[src/pmt_pkg.sv]
// Shared constants and types for the PS/2 mouse packet tracker.
// No dependencies; imported by pmt_core and ps2_mouse_packet_tracker.
package pmt_pkg;

	// Byte and field constants
	localparam logic [7:0] ACK_BYTE    = 8'hFA;
	localparam logic [7:0] BUTTON_MASK = 8'h07;
	localparam int         BTN_W       = 3;
	localparam int         OUT_POS_W   = 16;
	localparam int         POS_WIDTH_DEF = 16;

	// Packet phase codes
	localparam logic [1:0] PH_WAIT_ACK = 2'd0;
	localparam logic [1:0] PH_BYTE0    = 2'd1;
	localparam logic [1:0] PH_BYTE1    = 2'd2;
	localparam logic [1:0] PH_BYTE2    = 2'd3;

	// One decoded packet
	typedef struct packed {
		logic [BTN_W-1:0]            buttons;
		logic signed [OUT_POS_W-1:0] pos_x;
		logic signed [OUT_POS_W-1:0] pos_y;
	} pmt_result_t;

endpackage

[src/pmt_core.sv]
// Packet phase tracker and position accumulators for the mouse byte stream.
// Depends on pmt_pkg for phase codes, constants and the result struct.
module pmt_core import pmt_pkg::*; #(
	parameter int POS_WIDTH = POS_WIDTH_DEF
) (
	input  logic        clk,
	input  logic        arst_n,
	input  logic        fire,
	input  logic [7:0]  mouse_byte,
	output logic        has_result,
	output pmt_result_t result
);

	logic [1:0]                 phase_q;
	logic [BTN_W-1:0]           held_buttons_q;
	logic [7:0]                 held_dx_q;
	logic signed [POS_WIDTH-1:0] pos_x_q;
	logic signed [POS_WIDTH-1:0] pos_y_q;
	logic signed [POS_WIDTH-1:0] pos_x_nxt;
	logic signed [POS_WIDTH-1:0] pos_y_nxt;
	logic [7:0]                 btn_bits;

	// Last byte of a packet closes it
	assign has_result = (phase_q == PH_BYTE2);

	// Position update with 8-bit signed movements, wrapping at POS_WIDTH
	assign pos_x_nxt = pos_x_q + POS_WIDTH'(signed'(held_dx_q));
	assign pos_y_nxt = pos_y_q - POS_WIDTH'(signed'(mouse_byte));
	assign btn_bits  = mouse_byte & BUTTON_MASK;

	// Result: sign-extend or cut to the 16-bit output fields
	always_comb begin
		result.buttons = held_buttons_q;
		result.pos_x   = OUT_POS_W'(pos_x_nxt);
		result.pos_y   = OUT_POS_W'(pos_y_nxt);
	end

	// Phase sequencer and accumulators
	always_ff @(posedge clk or negedge arst_n) begin
		if (!arst_n) begin
			phase_q        <= PH_WAIT_ACK;
			held_buttons_q <= '0;
			held_dx_q      <= '0;
			pos_x_q        <= '0;
			pos_y_q        <= '0;
		end else if (fire) begin
			unique case (phase_q)
				PH_WAIT_ACK: begin
					if (mouse_byte == ACK_BYTE) phase_q <= PH_BYTE0;
				end
				PH_BYTE0: begin
					held_buttons_q <= btn_bits[BTN_W-1:0];
					phase_q        <= PH_BYTE1;
				end
				PH_BYTE1: begin
					held_dx_q <= mouse_byte;
					phase_q   <= PH_BYTE2;
				end
				PH_BYTE2: begin
					pos_x_q <= pos_x_nxt;
					pos_y_q <= pos_y_nxt;
					phase_q <= PH_BYTE0;
				end
				default: phase_q <= PH_WAIT_ACK;
			endcase
		end
	end

endmodule

[src/ps2_mouse_packet_tracker.sv]
// Top level of the PS/2 mouse packet tracker: input register, core, result register.
// Depends on pmt_pkg and pmt_core.
//
// Usage:
//   Byte channel: mouse_byte with byte_valid / byte_stall. A beat is taken at a
//   rising edge with byte_valid high and byte_stall low.
//   Result channel: buttons, pos_x, pos_y with res_valid / res_stall. One result
//   beat per completed three-byte packet; other bytes give no beat.
//   After reset all bytes are dropped until the acknowledge byte 0xFA; then
//   bytes are grouped into packets (buttons, X move, Y move).
//   The result for a packet's last byte is registered: that byte passes the
//   input register, then the result register.
//   Throughput: one byte per cycle while byte_stall is low, set by the
//   phase/position update between the input register and the result register.
//   Reset (arst_n low) clears the phase, held bytes, positions and both
//   valid flags at once.
//   When the receiver stalls, the result register holds; bytes that give no
//   result keep flowing, and a packet's last byte waits in the input register,
//   stalling the byte channel, until the result register frees.
module ps2_mouse_packet_tracker import pmt_pkg::*; #(
	parameter int POS_WIDTH = POS_WIDTH_DEF
) (
	input  logic                        clk,
	input  logic                        arst_n,
	input  logic [7:0]                  mouse_byte,
	input  logic                        byte_valid,
	output logic                        byte_stall,
	output logic [BTN_W-1:0]            buttons,
	output logic signed [OUT_POS_W-1:0] pos_x,
	output logic signed [OUT_POS_W-1:0] pos_y,
	output logic                        res_valid,
	input  logic                        res_stall
);

	logic        valid_s1;
	logic [7:0]  byte_s1;
	logic        advance;
	logic        fire;
	logic        has_result;
	logic        byte_take;
	pmt_result_t result;
	pmt_result_t result_q;
	logic        res_valid_q;

	// Stage advances unless it carries a result and the output is blocked
	assign advance    = !has_result || !res_valid_q || !res_stall;
	assign fire       = valid_s1 && advance;
	assign byte_stall = valid_s1 && !advance;
	assign byte_take  = byte_valid && !byte_stall;

	pmt_core #(
		.POS_WIDTH(POS_WIDTH)
	) u_core (
		.clk       (clk),
		.arst_n    (arst_n),
		.fire      (fire),
		.mouse_byte(byte_s1),
		.has_result(has_result),
		.result    (result)
	);

	// Input register
	always_ff @(posedge clk or negedge arst_n) begin
		if (!arst_n) begin
			valid_s1 <= 1'b0;
		end else if (byte_take) begin
			valid_s1 <= 1'b1;
		end else if (fire) begin
			valid_s1 <= 1'b0;
		end
	end

	always_ff @(posedge clk) begin
		if (byte_take) byte_s1 <= mouse_byte;
	end

	// Result register
	always_ff @(posedge clk or negedge arst_n) begin
		if (!arst_n) begin
			res_valid_q <= 1'b0;
		end else if (fire && has_result) begin
			res_valid_q <= 1'b1;
		end else if (!res_stall) begin
			res_valid_q <= 1'b0;
		end
	end

	always_ff @(posedge clk) begin
		if (fire && has_result) result_q <= result;
	end

	assign res_valid = res_valid_q;
	assign buttons   = result_q.buttons;
	assign pos_x     = result_q.pos_x;
	assign pos_y     = result_q.pos_y;

endmodule
[config.mk]
export PLATFORM = sky130hd
export DESIGN_NAME = ps2_mouse_packet_tracker
export DESIGN_NICKNAME = d
export VERILOG_FILES = /design/src/pmt_pkg.sv /design/src/pmt_core.sv /design/src/ps2_mouse_packet_tracker.sv
export SDC_FILE = /design/constraint.sdc
export NUM_CORES = 1
export LEC_CHECK = 0
export BUFFER_PORTS_ARGS = -buffer_cell sky130_fd_sc_hd__buf_2
export CORE_MARGIN = 3
export CORE_UTILIZATION = 55
export CTS_CLUSTER_DIAMETER = 60
export DETAILED_ROUTE_END_ITERATION = 16
export PLACE_DENSITY = 0.79
export SYNTH_ARGS = -nofsm -noshare
export SYNTH_HDL_FRONTEND = slang
export SYNTH_HIERARCHICAL = 1
export SYNTH_SLANG_ARGS = --single-unit
[constraint.sdc]
create_clock -name clk -period 3.8 [get_ports clk]
set_input_delay 0.57 -clock clk [delete_from_list [all_inputs] [get_ports clk]]
set_output_delay 0.57 -clock clk [all_outputs]
set_load 0.02 [all_outputs]
==> results of run 1 <==
## sequential cells by signal, summed over array words and instances, names as in the netlist, 3 cells and up
name	cells
pos_x	16
pos_y	16
u_core/pos_x_q	16
u_core/pos_y_q	16
byte_s1	8
u_core/held_dx_q	8
buttons	3
u_core/held_buttons_q	3
## cells in the final DEF (no fill, tap or decap), types with 6 or more instances in the layout
cell type / n
nand2_1: 50
buf_2: 48
dfrtp_1: 47
edfxtp_1: 43
ha_1: 34
o21ai_0: 22
mux2_2: 21
a21oi_1: 19
inv_1: 18
nor2_1: 17
xnor2_1: 17
a21o_1: 10
clkbuf_8: 9
nand3_1: 8
xor2_1: 8
o21a_1: 7
and2_1: 6
nand2b_1: 6
o21bai_1: 6
## synth_stat cells, types with 2 or more instances
library cell	n	share of area [%]
ha_1	34	9.0
nand2b_1	6	0.80
fa_1	2	0.85
nor2b_1	4	0.53
o21bai_1	6	0.95
nor3_1	2	0.21
nor3b_1	2	0.32
o211ai_1	4	0.64
and2_1	6	0.80
nand2_1	50	4.0
xnor2_1	17	3.2
o21a_1	7	1.1
a211oi_1	3	0.48
o21ai_1	4	0.42
buf_1	2	0.16
a31oi_1	3	0.40
and3_1	4	0.53
xor2_1	8	1.5
a221oi_1	2	0.37
dfrtp_1	47	25
nand4_1	4	0.53
mux2_2	21	5.0
o31ai_2	2	0.53
clkbuf_1	5	0.40
edfxtp_1	43	27
inv_1	18	1.4
nand3_1	8	0.85
a21oi_1	20	2.1
mux2i_1	2	0.42
a21boi_0	2	0.32
a21o_1	10	1.6
o21ai_0	22	2.3
nor2_1	17	1.4
## power groups by stage
| stage | logic [uW] | clock network (uW) | registers (uW) |
|---|---|---|---|
| after floorplan | 1880 | 0 | 1860 |
| after global placement | 2460 | 0 | 1750 |
| after detailed placement | 2560 | 0 | 1760 |
| after CTS | 2580 | 696 | 1750 |
| after global routing | 2870 | 744 | 1790 |
| final | 2590 | 684 | 1750 |
## routing by layer
metal	vias to the layer above	share of wire [%]	global-route usage, %
li1	1610	-	-
met1	1543	46	25.0
met2	73	49	31.6
met3	8	4.0	4.46
met4	0	0.94	6.41
met5	-	0	0
## through the flow
| step | total power (uW) | area, um^2 | setup WS, ns | cells | util, % |
|---|---|---|---|---|---|
| after detailed placement | 4320 | 5090 | 1.26 | 558 | 61.7 |
| after CTS | 5020 | 5300 | 1.24 | 574 | 64.2 |
| after global placement | 4210 | 5090 | 1.31 | 558 | 61.7 |
| after global routing | 5400 | 5300 | 1.10 | 574 | 64.2 |
| final | 5020 | 5300 | 1.20 | 574 | 64.2 |
| after floorplan | 3730 | 4720 | 0.966 | 410 | - |
## worst reg2reg max path, stage by stage (launching register included)
cell and delay (ns):
dfrtp_1 0.39, ha_1 0.22, fa_1 0.42, a211oi_1 0.35, o21bai_1 0.15, a21o_1 0.21, a221o_1 0.31, xor2_1 0.16
mux2_4 0.26
## worst max path at each step
stage | from | to
2_1_floorplan | u_core/phase_q[0]$_DFFE_PN0P_ | buttons[0]$_DFFE_PP_
3_3_place_gp | u_core/held_dx_q[0]$_DFFE_PN0P_ | u_core/pos_x_q[12]$_DFFE_PN0P_
3_5_place_dp | u_core/held_dx_q[0]$_DFFE_PN0P_ | u_core/pos_x_q[12]$_DFFE_PN0P_
4_1_cts | u_core/held_dx_q[0]$_DFFE_PN0P_ | u_core/pos_x_q[12]$_DFFE_PN0P_
5_1_grt | u_core/held_dx_q[0]$_DFFE_PN0P_ | u_core/pos_x_q[12]$_DFFE_PN0P_
6_report | u_core/held_dx_q[0]$_DFFE_PN0P_ | u_core/pos_x_q[12]$_DFFE_PN0P_
## cells by family (layout without fill, tap and decap cells)
kind of cell	count (synthesis)	in the layout	share of synthesized area, %
AOI/OAI and AO/OA	99	99	14.2
and+or+nand+nor	110	110	11.2
muxes	24	24	5.75
adders and majority gates	36	36	9.86
xor gates and xnor gates	25	25	4.64
DFF	90	90	52.3
buffers and inverters	26	85	2.09
## final cells by class
cell class	instances	area share, %
Sequential cell	90	46.6
Clock inverter	7	1.51
Inverter	18	1.28
Tap cell	105	2.48
Clock buffer	9	2.34
Timing Repair Buffer	51	4.96
Multi-Input combinational cell	294	40.9
==> results.toml, run 1 <==
[status]
outcome = "finished, final reports clean"

[synth]
synth_nets = 458
synth-main-ff-cell = "dfrtp_1"
cell_count_after_synthesis = 410
async_reset_ff_share_pct = 52.2
synth.avg_cell_area_um2 = 11.5
synth-seq-area-share_pct = 52.3
mappedNetlistArea_mm2 = 0.00472
post_synth_num_cell_types = 56
yosysWarningCount = 6
post_synth_edffs = 43
ys_seq_elements = 90

[critical_path]
timing.critical_path.arrival_ns = 2.84
max_stage_delay_cell_worst_path = "fa_1"
timing.critical_path.depth = 8
timing.critical_path.max_delay_family = "compound AO/OA/AOI/OAI gates"
crit_path_cell_trace = "ha_1 > fa_1 > a211oi_1 > o21bai_1 > a21o_1 > a221o_1 > xor2_1 > mux2_4"
worst-path-buf-inv = 0
critical_path.startpoint_type = "register"
worst-r2r-cell-count = 8
cp_data_required_time_ns = 4.05
critical-path-max-stage-delay_ns = 0.42
critPathMaxFanout = 3
crit_type = "register to register"
timing.reg2reg.setup_slack_ns = 1.20
timing.critical_path.to_type = "register"
r2r-end = "u_core/pos_x_q[12]$_DFFE_PN0P_"
crit_reg_reg_startpoint = "u_core/held_dx_q[0]$_DFFE_PN0P_"

[placed_design]
finalWeightedCongestion = 0.869
place.port_buffers = 48
detailed_place_hpwl_um = 6230

[timing]
fin_worst_hold_slack_ns = 0.377
finalSetupTns_ns = 0
setup_viol_count_final = 0
slew_viol_final = 0
final_hold_viol_count = 0
maxSlewHeadroom_pct = 28.0
period_share_pct = 68.3
min_period_ns = 2.60
rsz0062_at_grt = "no"
worstMarginPinSlew_ns = 1.08
max_freq_mhz = 385
worst_clock_skew_ns = 0.0129

[power]
cell_internal_pwr_uw = 2940
leakage_uw = 0.00234
combinationalPowerShare_pct = 51.5
p_per_area_mw_per_mm2 = 947
swShare_pct = 41.3
total_switching_power_uw = 2070
share_clk_of_total_power_pct = 13.6
irDropWorstVdd_mv = 0.380
pwr-share-seq_pct = 34.8

[clock_network]
worstSkewPairLatency_ns = 0.36
cts.hold.buffers_added = 0
root_buffer = "clkbuf_8"
clock_sink_count = 90
clock_path_buffers = 2
path_clk_slew_ns = 0.10
cts_inserted_buffers = 9
h-tree-depth = 3
cts_repair_resize_count = 0
post-cts-setup-buffers = 0
cts_tree = "yes"

[route]
finalWirelength_um = 9030
drtPass1Iterations = 4
wire_per_inst_um = 15.7
drcViolationCount = 0
vias_per_cell = 5.63
drtIter0Drc = 141
ant_nets = 0
detailroute.via_count = 3234

[flow_run]
maxCapViolations = 0

[cells_and_area]
fin_nets = 512
relative_area_change_from_synthesis_to_final_layout_pct = 12.2
fill_count = 673
antenna_cells = 0
seq_area_mm2 = 0.00247
final_layout_size_suffix_gt1_share_pct = 20.9
multi_input_comb_area_mm2 = 0.00217

[floorplanning]
design.die.area_mm2 = 0.00973
placeableCoreArea_mm2 = 0.00826
dieWidth_um = 98.6
initial_core_utilization_pct = 57.2
die-height_um = 98.6
io-pin-count = 49
floorplan.rows = 33

[grt]
grt_first_pass_wirelength_um = 15000
grt_pass1_vias = 3207
grt-ovfl-total = 0
grt_antenna_before_repair = 0
grt_start_max_net_pins = 48
grt_use_total_pct = 19.1

[hold_path]
min-delay-path-class = "input port to asynchronous set/reset pin"
(Power assumes the default switching activity.)
==> run 2: changes to the inputs <==
Clock period 3.8 ns to 2.6 ns, I/O delays scaled along.
==> results.toml, run 2 (same netlist as run 1, synthesis figures left out) <==
[route]
ant_nets = 0
vias_per_cell = 5.72
wire_per_inst_um = 16.0
drtPass1Iterations = 4
drcViolationCount = 0
detailroute.via_count = 3320
drtIter0Drc = 159
finalWirelength_um = 9280

[cells_and_area]
fin_area_mm2 = 0.00537
relative_area_change_from_synthesis_to_final_layout_pct = 13.8
final_design_utilization_pct = 65.0
mostFrequentLayoutCells = "50 x nand2_1, 48 x buf_2, 47 x dfrtp_1"
antenna_cells = 0
fin_nets = 518
layout.cells.most_common = "nand2_1"
final_layout_size_suffix_gt1_share_pct = 21.9
post_layout_nonfiller_instances = 580

[critical_path]
max_stage_delay_cell_worst_path = "fa_1"
crit_type = "register to register"
timing.reg2reg.setup_slack_ns = 0.11
cp_data_required_time_ns = 2.85
critical-path-max-stage-delay_ns = 0.44
crit_path_cell_trace = "ha_1 > fa_1 > a211oi_2 > o21bai_1 > a21o_1 > a221o_1 > xor2_1 > mux2_4"
timing.critical_path.to_type = "register"
timing.critical_path.arrival_ns = 2.74
critPathMaxFanout = 3
critical_path.startpoint_type = "register"

[grt]
use_met2_pct = 34.0
grt_util_met1_pct = 25.3
grt_most_used_layer = "met2"
grt_antenna_before_repair = 0
grt-ovfl-total = 0
grt_pass1_vias = 3250
grt_first_pass_wirelength_um = 15500
grt_start_max_net_pins = 32
globalRouteMet3Util_pct = 3.26
grt_use_total_pct = 20.0

[floorplanning]
dieWidth_um = 98.6
die-height_um = 98.6
floorplan.rows = 33
design.die.area_mm2 = 0.00973
placeableCoreArea_mm2 = 0.00826
io-pin-count = 49
initial_core_utilization_pct = 57.2

[clock_network]
root_buffer = "clkbuf_8"
clock_path_buffers = 2
h-tree-depth = 3
path_clk_slew_ns = 0.09
clock_sink_count = 90
cts_tree = "yes"
cts_inserted_buffers = 9
worstSkewPairLatency_ns = 0.36

[hold_path]
min-delay-path-class = "input port to register"

[power]
irDropWorstVdd_mv = 0.508
p_per_area_mw_per_mm2 = 1370
leakage_uw = 0.00238

[timing]
slew_viol_final = 0
setup_viol_count_final = 0
min_period_ns = 2.49
fin_worst_hold_slack_ns = 0.195
finalSetupTns_ns = 0
worst_clock_skew_ns = 0.0111
max_freq_mhz = 401
final_hold_viol_count = 0
period_share_pct = 95.8
maxSlewHeadroom_pct = 66.5
worstMarginPinSlew_ns = 0.503

[placed_design]
place.port_buffers = 48
finalWeightedCongestion = 0.892
dp_cells = 563
detailed_place_hpwl_um = 6720
postPlaceCellArea_mm2 = 0.00516

[flow_run]
maxCapViolations = 0

[status]
outcome = "finished, final reports clean"
-- run 2: changes by cell type in the layout (fill, tap and decap cells not counted) --
cell,before,now
dlygate4sd3_1,0,1
inv_8,1,0
a211oi_2,0,1
buf_4,3,6
a211oi_1,3,2
buf_12,0,2
clkinv_2,1,2
clkinv_4,0,1
clkinvlp_4,1,0
-- run 2: path summary, 6_finish.rpt --
kind / start / endpoint / depth (start not counted)
setup / recovery: u_core/held_dx_q[0]$_DFFE_PN0P_ / u_core/pos_x_q[12]$_DFFE_PN0P_ / 8
hold / removal: mouse_byte[2] / byte_s1[2]$_DFFE_PP_ / 1
setup reg to reg: u_core/held_dx_q[0]$_DFFE_PN0P_ / u_core/pos_x_q[12]$_DFFE_PN0P_ / 8
hold reg to reg: u_core/held_buttons_q[2]$_DFFE_PN0P_ / buttons[2]$_DFFE_PP_ / 0
max in group asynchronous: arst_n / u_core/pos_y_q[13]$_DFFE_PN0P_ / 3
min in group asynchronous: arst_n / u_core/pos_y_q[1]$_DFFE_PN0P_ / 2
-- run 2: worst max-delay path, delay by kind of cell, from the launching register on --
family / cells / cell delay, ns
muxes: 1 / 0.26
AOI/OAI and AO/OA: 4 / 0.90
adders and majority gates: 2 / 0.67
DFF: 1 / 0.39
xor gates and xnor gates: 1 / 0.16
-- run 2: area by class of cell --
type | count | area, um^2
fill | 644 | 2890
clock buffer | 9 | 124
inverter | 18 | 67.6
timing repair buffer | 57 | 335
clock inverter | 7 | 75.1
sequential | 90 | 2470
tap | 105 | 131
multi-input combinational | 294 | 2170
-- run 2: timing repair --
item                                   CTS  global route
endpoints found under the hold margin   11             0
hold buffers                             1             0
resized for setup                        0             1
setup endpoints to repair                0             1
buffers inserted                         0             0
-- run 2: stage by stage --
step | setup WS (ns) | total power, uW
global route | -0.0418 | 7920
detailed placement | 0.0536 | 6360
global placement | 0.115 | 6190
CTS | 0.0346 | 7350
floorplan | 0.226 | 5450
finish | 0.108 | 7340
-- run 2: power by group --
part	internal, uW	leakage (uW)	switching [uW]	total, uW
Combinational	1630	0.00131	2220	3850
Sequential	2250	0.000968	288	2540
Clock	453	0.000104	505	958
Total	4330	0.00238	3010	7340
-- run 2: routing by layer --
layer	share of wire, %	vias up
met5	0	-
met4	0.60	0
met3	4.1	4
met2	52	81
met1	44	1616
li1	-	1619
==> run 3: changes to the inputs <==
Settings changed: CORE_ASPECT_RATIO set to 1.75.
==> results.toml, run 3 (same netlist as run 1, synthesis figures left out) <==
[placed_design]
postPlaceCellArea_mm2 = 0.00514
dp_worst_setup_slack_ns = -0.00239
dp_cells = 573
detailed_place_hpwl_um = 6870
place.port_buffers = 48
finalWeightedCongestion = 0.865

[timing]
slew_viol_final = 0
finalSetupTns_ns = 0
max_freq_mhz = 400
worst_clock_skew_ns = 0.00476
setup_viol_count_final = 0
worstMarginPinSlew_ns = 0.634
period_share_pct = 96.2
final_hold_viol_count = 0
maxSlewHeadroom_pct = 57.7
final.setup.worst_slack_ns = 0.0998
rsz0062_at_grt = "no"
min_period_ns = 2.50

[floorplanning]
dieWidth_um = 76.0
die-height_um = 129
io-pin-count = 49
design.die.area_mm2 = 0.00978
floorplan.rows = 44
placeableCoreArea_mm2 = 0.00831
initial_core_utilization_pct = 56.8

[critical_path]
crit_type = "register to register"
critical-path-max-stage-delay_ns = 0.44
timing.critical_path.arrival_ns = 2.73
max_stage_delay_cell_worst_path = "fa_1"
crit_path_cell_trace = "ha_1 > fa_1 > a211oi_2 > o21bai_1 > a21o_1 > a221o_1 > xor2_1 > mux2_4"
cp_data_required_time_ns = 2.83
worst-r2r-cell-count = 8
critical_path.startpoint_type = "register"
critPathMaxFanout = 3
timing.critical_path.to_type = "register"

[cells_and_area]
fin_area_mm2 = 0.00544
relative_area_change_from_synthesis_to_final_layout_pct = 15.2
mostFrequentLayoutCells = "50 x nand2_1, 48 x buf_2, 47 x dfrtp_1"
layout.cells.most_common = "nand2_1"
final_layout_size_suffix_gt1_share_pct = 22.2
post_layout_nonfiller_instances = 589
fin_nets = 517
antenna_cells = 0

[grt]
grt_use_total_pct = 21.0
grt_start_max_net_pins = 36
grt_first_pass_wirelength_um = 16000
grt-ovfl-total = 0
grt_antenna_before_repair = 0
grt_pass1_vias = 3456

[power]
pwr-share-seq_pct = 33.2
swShare_pct = 40.6
cell_internal_pwr_uw = 4560
irDropWorstVdd_mv = 0.588
leakage_uw = 0.00241
total_switching_power_uw = 3120
p_per_area_mw_per_mm2 = 1410
combinationalPowerShare_pct = 50.7
share_clk_of_total_power_pct = 16.1

[route]
vias_per_cell = 5.72
finalWirelength_um = 9660
wire_per_inst_um = 16.4
detailroute.via_count = 3367
ant_nets = 0
drcViolationCount = 0
drtIter0Drc = 207
drtPass1Iterations = 4

[clock_network]
post-cts-setup-buffers = 0
cts_inserted_buffers = 9
clock_sink_count = 90
path_clk_slew_ns = 0.06
h-tree-depth = 3
cts_tree = "yes"
clock_path_buffers = 2
worstSkewPairLatency_ns = 0.34
root_buffer = "clkbuf_16"

[flow_run]
maxCapViolations = 0

[status]
outcome = "finished, final reports clean"

[hold_path]
min-delay-path-class = "input port to asynchronous set/reset pin"
[run 3: cell count changes in the layout (fill, tap and decap cells not counted), sizes merged]
cell,before,now
bufinv,1,0
clkbuf,9,10
dlygate4sd3,1,0
[run 3: layer usage]
metal  vias to the layer above  GRT usage [%]  wire, um
met5                         -              0         0
met4                         0           11.1       335
met3                        29           4.48       366
met2                        94           39.1      5200
met1                      1634           22.1      3760
li1                       1610              -         -
[run 3: worst paths after layout]
kind	start	to	slack (ns)
setup reg to reg	u_core/held_dx_q[0]$_DFFE_PN0P_	u_core/pos_x_q[12]$_DFFE_PN0P_	0.1
hold reg to reg	u_core/held_buttons_q[0]$_DFFE_PN0P_	buttons[0]$_DFFE_PP_	0.46
hold / removal	arst_n	u_core/pos_x_q[1]$_DFFE_PN0P_	0.06
max in group asynchronous	arst_n	u_core/pos_y_q[7]$_DFFE_PN0P_	1.90
setup / recovery	u_core/held_dx_q[0]$_DFFE_PN0P_	u_core/pos_x_q[12]$_DFFE_PN0P_	0.1
min in group clk	mouse_byte[0]	byte_s1[0]$_DFFE_PP_	0.22
[run 3: metrics by stage]
step	util (%)	hold WS, ns	power (uW)
finish	65.4	0.0628	7680
CTS	65.4	0.0819	7670
floorplan	-	0.0944	5450
detailed placement	61.9	0.439	6390
global placement	61.9	0.440	6210
global route	65.4	0.101	8240
[run 3: power groups by stage]
| stage | Combinational (uW) | Sequential (uW) | Clock [uW] |
|---|---|---|---|
| after floorplan | 2740 | 2710 | 0 |
| after global placement | 3680 | 2540 | 0 |
| after detailed placement | 3820 | 2570 | 0 |
| after CTS | 3860 | 2550 | 1260 |
| after global routing | 4330 | 2600 | 1310 |
| final | 3900 | 2550 | 1240 |
[run 3: repair_timing]
item                                    in CTS  in global routing
gates cloned                                 0                  0
gates resized for setup                      1                  1
hold buffers                                 0                  0
pin swaps                                    0                  1
endpoints found under the setup margin       1                  4
endpoints found under the hold margin        0                  0
[run 3: layout make-up]
type | count | area, um^2
fillers | 637 | 2870
multi-input cells | 294 | 2170
flip-flops and latches | 90 | 2470
clock buffers | 10 | 239
well taps | 115 | 144
clock inverters | 6 | 47.5
repair buffers | 56 | 300
inverters | 18 | 67.6
[run 3: worst max-delay path, delay by kind of cell, from the launching register on]
kind	cells	cell delay, ns
AOI/OAI and AO/OA	4	0.90
xor gates and xnor gates	1	0.15
adders and majority gates	2	0.68
DFF	1	0.39
muxes	1	0.26
